==> config.mk <==
export PLATFORM = sky130hd
export DESIGN_NAME = bpa_ctrl
export DESIGN_NICKNAME = d
export VERILOG_FILES = /design/src/rtl/bpa_pkg.sv /design/src/rtl/bpa_ctrl.sv
export SDC_FILE = /design/constraint.sdc
export NUM_CORES = 1
export LEC_CHECK = 0
export BUFFER_PORTS_ARGS = -buffer_cell sky130_fd_sc_hd__buf_2
export CAP_MARGIN = 5
export CORE_MARGIN = 8
export CORE_UTILIZATION = 37
export DETAILED_ROUTE_END_ITERATION = 16
export GPL_TIMING_DRIVEN = 0
export PLACE_DENSITY = 0.77
export SLEW_MARGIN = 5
export SYNTH_ARGS = -nofsm -noshare
export SYNTH_HDL_FRONTEND = slang
export SYNTH_SLANG_ARGS = --single-unit
==> constraint.sdc <==
create_clock -name clk_i -period 1.8 [get_ports clk_i]
set_input_delay 0 -clock clk_i [delete_from_list [all_inputs] [get_ports clk_i]]
set_output_delay 0 -clock clk_i [all_outputs]
set_load 0.005 [all_outputs]
==> src/rtl/bpa_pkg.sv <==
`timescale 1ns / 1ps
package bpa_pkg;

  localparam logic OP_ALLOC = 1'b0;
  localparam logic OP_FREE  = 1'b1;

  localparam logic [1:0] ST_OK        = 2'd0;
  localparam logic [1:0] ST_TOO_LARGE = 2'd1;
  localparam logic [1:0] ST_NO_MEM    = 2'd2;
  localparam logic [1:0] ST_NOT_ALLOC = 2'd3;

  localparam logic [31:0] ADDR_NONE = 32'hFFFF_FFFF;

  typedef struct packed {
    logic        op;
    logic [31:0] request_bytes;
    logic [31:0] free_address;
  } req_t;

  typedef struct packed {
    logic [31:0] block_address;
    logic [1:0]  status;
    logic [2:0]  block_order;
  } res_t;

  typedef enum logic [3:0] {
    S_INIT,
    S_IDLE,
    S_DISPATCH,
    S_WALK_RD,
    S_WALK_CHK,
    S_ALLOC_HEAD,
    S_SPLIT,
    S_FREE_CHK,
    S_BUD_RD,
    S_BUD_CHK,
    S_FREE_WR,
    S_RESP
  } state_e;

  typedef enum logic [2:0] {
    RES_TOO_LARGE,
    RES_NO_MEM,
    RES_NOT_ALLOC,
    RES_ALLOC_OK,
    RES_FREE_OK
  } res_sel_e;

  typedef struct packed {
    logic     init_wr;
    logic     load;
    logic     free_idx;
    logic     alloc_start;
    logic     walk_rd;
    logic     walk_upd;
    logic     wr_head;
    logic     split_step;
    logic     free_clr;
    logic     bud_rd;
    logic     bud_merge;
    logic     free_wr;
    logic     res_load;
    res_sel_e res_sel;
  } cmd_t;

  typedef struct packed {
    logic init_done;
    logic op_free;
    logic too_large;
    logic idx_out;
    logic walk_end;
    logic walk_hit;
    logic found;
    logic split_done;
    logic free_bad;
    logic bud_out;
    logic bud_ok;
  } sts_t;

endpackage

==> src/rtl/bpa_ctrl.sv <==
`timescale 1ns / 1ps
module bpa_ctrl
  import bpa_pkg::*;
(
  input  logic clk_i,
  input  logic rst_ni,
  input  logic start,
  output logic busy,
  output logic done_o,
  input  sts_t sts_i,
  output cmd_t cmd_o
);

  state_e state_q, state_d;

  always_ff @(posedge clk_i or negedge rst_ni) begin
    if (!rst_ni) begin
      state_q <= S_INIT;
    end else begin
      state_q <= state_d;
    end
  end

  always_comb begin
    state_d = state_q;
    cmd_o   = '0;
    cmd_o.res_sel = RES_NOT_ALLOC;
    case (state_q)
      S_INIT: begin
        cmd_o.init_wr = 1'b1;
        if (sts_i.init_done) state_d = S_IDLE;
      end
      S_IDLE: begin
        if (start) begin
          cmd_o.load = 1'b1;
          state_d    = S_DISPATCH;
        end
      end
      S_DISPATCH: begin
        if (sts_i.op_free) begin
          if (sts_i.idx_out) begin
            cmd_o.res_load = 1'b1;
            cmd_o.res_sel  = RES_NOT_ALLOC;
            state_d        = S_RESP;
          end else begin
            cmd_o.free_idx = 1'b1;
            state_d        = S_FREE_CHK;
          end
        end else if (sts_i.too_large) begin
          cmd_o.res_load = 1'b1;
          cmd_o.res_sel  = RES_TOO_LARGE;
          state_d        = S_RESP;
        end else begin
          cmd_o.alloc_start = 1'b1;
          state_d           = S_WALK_RD;
        end
      end
      S_WALK_RD: begin
        if (sts_i.walk_end) begin
          if (sts_i.found) begin
            state_d = S_ALLOC_HEAD;
          end else begin
            cmd_o.res_load = 1'b1;
            cmd_o.res_sel  = RES_NO_MEM;
            state_d        = S_RESP;
          end
        end else begin
          cmd_o.walk_rd = 1'b1;
          state_d       = S_WALK_CHK;
        end
      end
      S_WALK_CHK: begin
        cmd_o.walk_upd = 1'b1;
        state_d = sts_i.walk_hit ? S_ALLOC_HEAD : S_WALK_RD;
      end
      S_ALLOC_HEAD: begin
        cmd_o.wr_head = 1'b1;
        state_d       = S_SPLIT;
      end
      S_SPLIT: begin
        if (sts_i.split_done) begin
          cmd_o.res_load = 1'b1;
          cmd_o.res_sel  = RES_ALLOC_OK;
          state_d        = S_RESP;
        end else begin
          cmd_o.split_step = 1'b1;
        end
      end
      S_FREE_CHK: begin
        if (sts_i.free_bad) begin
          cmd_o.res_load = 1'b1;
          cmd_o.res_sel  = RES_NOT_ALLOC;
          state_d        = S_RESP;
        end else begin
          cmd_o.free_clr = 1'b1;
          state_d        = S_BUD_RD;
        end
      end
      S_BUD_RD: begin
        if (sts_i.bud_out) begin
          state_d = S_FREE_WR;
        end else begin
          cmd_o.bud_rd = 1'b1;
          state_d      = S_BUD_CHK;
        end
      end
      S_BUD_CHK: begin
        if (sts_i.bud_ok) begin
          cmd_o.bud_merge = 1'b1;
          state_d         = S_BUD_RD;
        end else begin
          state_d = S_FREE_WR;
        end
      end
      S_FREE_WR: begin
        cmd_o.free_wr  = 1'b1;
        cmd_o.res_load = 1'b1;
        cmd_o.res_sel  = RES_FREE_OK;
        state_d        = S_RESP;
      end
      S_RESP: begin
        state_d = S_IDLE;
      end
      default: begin
        state_d = S_IDLE;
      end
    endcase
  end

  assign busy   = (state_q != S_IDLE);
  assign done_o = (state_q == S_RESP);

endmodule

-- Yosys cells after proc, flatten, opt, wreduce, memory -nomap -nowiden
Index checks and enable logic that the tools add are counted.
- flip-flop bits (word level): 4
- input bits: 14
- output and inout port bits: 18
- word-level logic and storage cells: 60
- equality and inequality tests: 15
- multiplexer cells: 42
- reductions and logical operators: 2
- operators with widths (operator ; number):
    $mux W4 ; 15
    $pmux W4 S11 ; 1
    $mux W1 ; 20
    $pmux W4 S5 ; 1
    $eq A4 B3 Y1 const B ; 4
    $eq A4 B4 Y1 const B ; 4
    $eq A4 B2 Y1 const B ; 2
    $mux W2 ; 4
    $ne A2 B2 Y1 const B ; 3
    $eq A4 B1 Y1 const B ; 1
    $logic_not A4 Y1 ; 1
    $ne A4 B1 Y1 const B ; 1
    $mux W3 ; 1
    $reduce_and A3 Y1 ; 1

-- Longest topological paths before layout
- depth in word-level cells: 3
- mapped depth: 5
- depth with buffers taken out: 4

-- Worst setup path before layout
OpenSTA, ideal clock, no wires.
- path type: register to register
- from: register state_q[3]
- to: register state_q[1]
- library setup time: 0.121 ns
- arrival time: 1.241 ns
- required time: 1.679 ns
- slack: 0.438 ns
- cell stages (with the launch flop): 6
- buffers on the path: 1
- clock period less this slack: 1.362 ns
- cells stage by stage: dfrtp_1 buf_6 a2111oi_4 a21oi_1 o311a_1 o22a_1
- cells in the longest elaborated chain, start to end: 3
- elaborated cells between the ends (all ways): 16
- classes of those cells: eq/ne: 13; mux: 1; reduce/logical: 2
- ends and longest elaborated chain (what ; line ; source):
    start: declaration ; bpa_ctrl.sv:14 ; state_e state_q, state_d;
    start signal: assignment ; bpa_ctrl.sv:20 ; state_q <= state_d;
    $eq A4 B3 Y1 (tied with other cells) ; bpa_ctrl.sv:28 ; case (state_q)
    $ne A2 B2 Y1 (no source line) ; n/a ;
    $reduce_and A3 Y1 (no source line) ; n/a ;
Several ways; a longest one is shown, not always the timed one.
A chain may end at the register's enable or synchronous reset.

==> metrics.md <==
| Metric | Value |
|---|---|
| Reg2reg start | state_q[3] |
| Initial core utilization | 39.2% |
| Total GRT Usage | between 10% and 20% |
| Initial antenna violation count | 0 |
| Peak Freq | 628 MHz |
| Crit share post-route | 88.5% |
| Dpl hpwl | 1530 um |
| Routed wire length | 1900 um |
| First-pass GRT wire length | a little over 3000 um |
| # DRC | 0 |
| Via/cell ratio | 5.61 |
| RSZ-0062 raised after global routing | no |
| FF-to-FF End | state_q[1] |
| Vias in the first global route | 699 |
| PwrDens | 1520 nW/um^2 |
| Sequential share of the synthesized area | about 17% |
| Max reg flops | 4 |
| Fin. Hold Viols | 0 |
| Worst-path maximum fanout | 10 |
| Startpoint class of the critical path | flop |
| CTS Sinks | 4 |
| Clock transition at path regs | 40 ps |
| Core area | 1510 sq um |
| Dominant cell type by area after synthesis | dfrtp_1 |
| Area added between synthesis and finish | 35.2% |
| Die Height | 56.0 um |
| I/O pin count | 32 |
| Req. time, crit path | 1800 ps |
| I/O Buffers | 31 |
| Synth top area cells | dfrtp_1 17%, nor2b_1 7.4%, o21ai_0 5.1% |
| Worst Path Arrival | 1590 ps |
| Ys Warns | 0 |
| Maximum buffer depth of the clock tree | 2 |
| Setup crit end kind | output port |
| Crit. Startpoint | state_q[2] |
| Min-delay worst type | in2async |
| PostCTS Resize Cnt | 0 |
| Syn Area/Cell | 7.29 sq um |
| Cell Area, Synth | 591 sq um |
| CTS tree | done |
| Critical Path End | cmd_o[3] |
| Final net count | roughly 130 |
| Vias | ~740 |
| Ant. Diodes | 0 |
| Pleak | 0.402 nW |
| CTS H-tree depth | 1 |
| Post-synth top flop | dfrtp_1 |
| Kind of critical path | reg2out |
| Placed Instances | roughly 130 |
| Router iterations before antenna repair | 4 |
| Clock latency on the worst-skew pair | 250 ps |
| Peak supply drop | 0.680 mV |
| TritonCTS buffer count | 3 |
| Post-synth EDFFs | 0 |
| Worst Reg-to-Reg Cells | 5 |
| # rows | 14 |
| Top cell type's share of synthesized area | approximately 17% |
| Reg2reg setup slack | around 290 ps |
| Setup TNS | 0 ps |
| Cells after synthesis | 81 |
| Hold buffers post-CTS | 1 |
| Syn Nets | 95 |
| Synth Register Bits | 4 |
| Clock skew | 11.9 ps |
| Post-route ant nets | 0 |
| Most common cell after layout, fill and taps aside | buf_2 |
| Biggest regs | state_q (4) |
| Drt wl/cell | 14.4 um |
| Global route total overflow | 0 |
| Yosys cell types | 34 |
| Clock root cell | clkbuf_4 |
| Die W | 56.0 um |
| Slew margin rel. | 68.4% |
| Async S/R FF share, synth | 100% |
| DIE AREA | roughly 3100 sq um |
| Layout cells sized above 1 | 38.8% |
| Post-CTS Repair Setup Buffers | 0 |
| Gpl congestion | between 0.8 and 0.9 |
| Finished Layout Cells | 132 |
| Status | completed |
| Largest net degree at the start of global routing | 11 |
| Initial DRC count | 31 |
| Most frequent cells in the layout | 35 x buf_2, 8 x nor2_1, 7 x nor2b_1, 7 x nand2_1, 6 x o21ai_0 |
| Final setup viols | 0 |
| Reg with most FFs | state_q |
| Maximum capacitance violations | 0 |
| Post-route minimum period | around 1600 ps |
| Slew @ Worst Pin | 471 ps |
| Max Slew Vio Count | 0 |
## per-layer routing
layer  track usage [%]  up-vias  share of wire [%]
li1                  -      370                  -
met1              13.0      330                 41
met2              18.4       39                 49
met3              4.34        2                9.1
met4              5.15        0               0.74
met5                 0        -                  0
## worst min path at each step
stage,endpoint,depth (start not counted),start,slack [ps]
3_3_place_gp,state_q[1],1,rst_ni,-200
6_report,state_q[0],2,rst_ni,90
3_5_place_dp,state_q[0],1,rst_ni,-190
4_1_cts,state_q[0],2,rst_ni,100
5_1_grt,state_q[0],2,rst_ni,120
2_1_floorplan,state_q[0],0,rst_ni,-300
## critical path: stages, from the launching register on
cell and delay (ps):
dfrtp_1 380, buf_6 150, nand2b_1 210, nor2_1 80
o2bb2ai_1 140, a211o_1 270, buf_2 120
## logic make-up (layout without fill, tap and decap cells)
logic type	after synthesis	after routing	share of synthesized area, %
simple gates	43	43	39.2
buf+inv	10	45	10.4
compound gates	23	23	32.0
flops	4	4	16.9
xor+xnor	1	1	1.48
## report_power, final
part           internal (mW)  switching (mW)  leakage, nW
sequential             0.132          0.0326       0.0513
combinational          0.421           0.510        0.337
clock                 0.0750          0.0432       0.0138
## metrics by stage
step | util [%] | area (sq um) | power, mW | hold WS (ps) | setup WS (ps)
5_1_grt | 53.0 | 798 | 1.30 | 120 | 112
3_5_place_dp | 50.8 | 766 | 1.08 | -194 | 313
2_1_floorplan | - | 591 | 0.844 | -296 | 438
4_1_cts | 53.0 | 798 | 1.21 | 99.5 | 216
3_3_place_gp | 50.8 | 766 | 1.07 | -198 | 359
6_report | 53.0 | 798 | 1.21 | 86.9 | 207
## synthesized netlist by cell type (2+ instances only)
| master | count |
|---|---|
| nand2b_1 | 4 |
| o21ai_0 | 6 |
| nor4_1 | 2 |
| nor3b_1 | 2 |
| nand2_1 | 7 |
| nor2b_1 | 7 |
| a21oi_1 | 2 |
| nor2_1 | 8 |
| or3_1 | 3 |
| inv_1 | 2 |
| dfrtp_1 | 4 |
| and3_1 | 2 |
| o22a_1 | 2 |
| buf_6 | 2 |
| buf_2 | 4 |
| o22ai_1 | 3 |
| nor3_1 | 4 |
## area by class of cell
type                       count  area [sq um]
timing repair buffer          32           165
buffer                         7          50.0
clock buffer                   3          22.5
sequential                     4           100
multi-input combinational     67           429
tap                           16          20.0
inverter                       3          11.3
fill                         150           708
No activity file was read; power rests on OpenSTA's default activity.
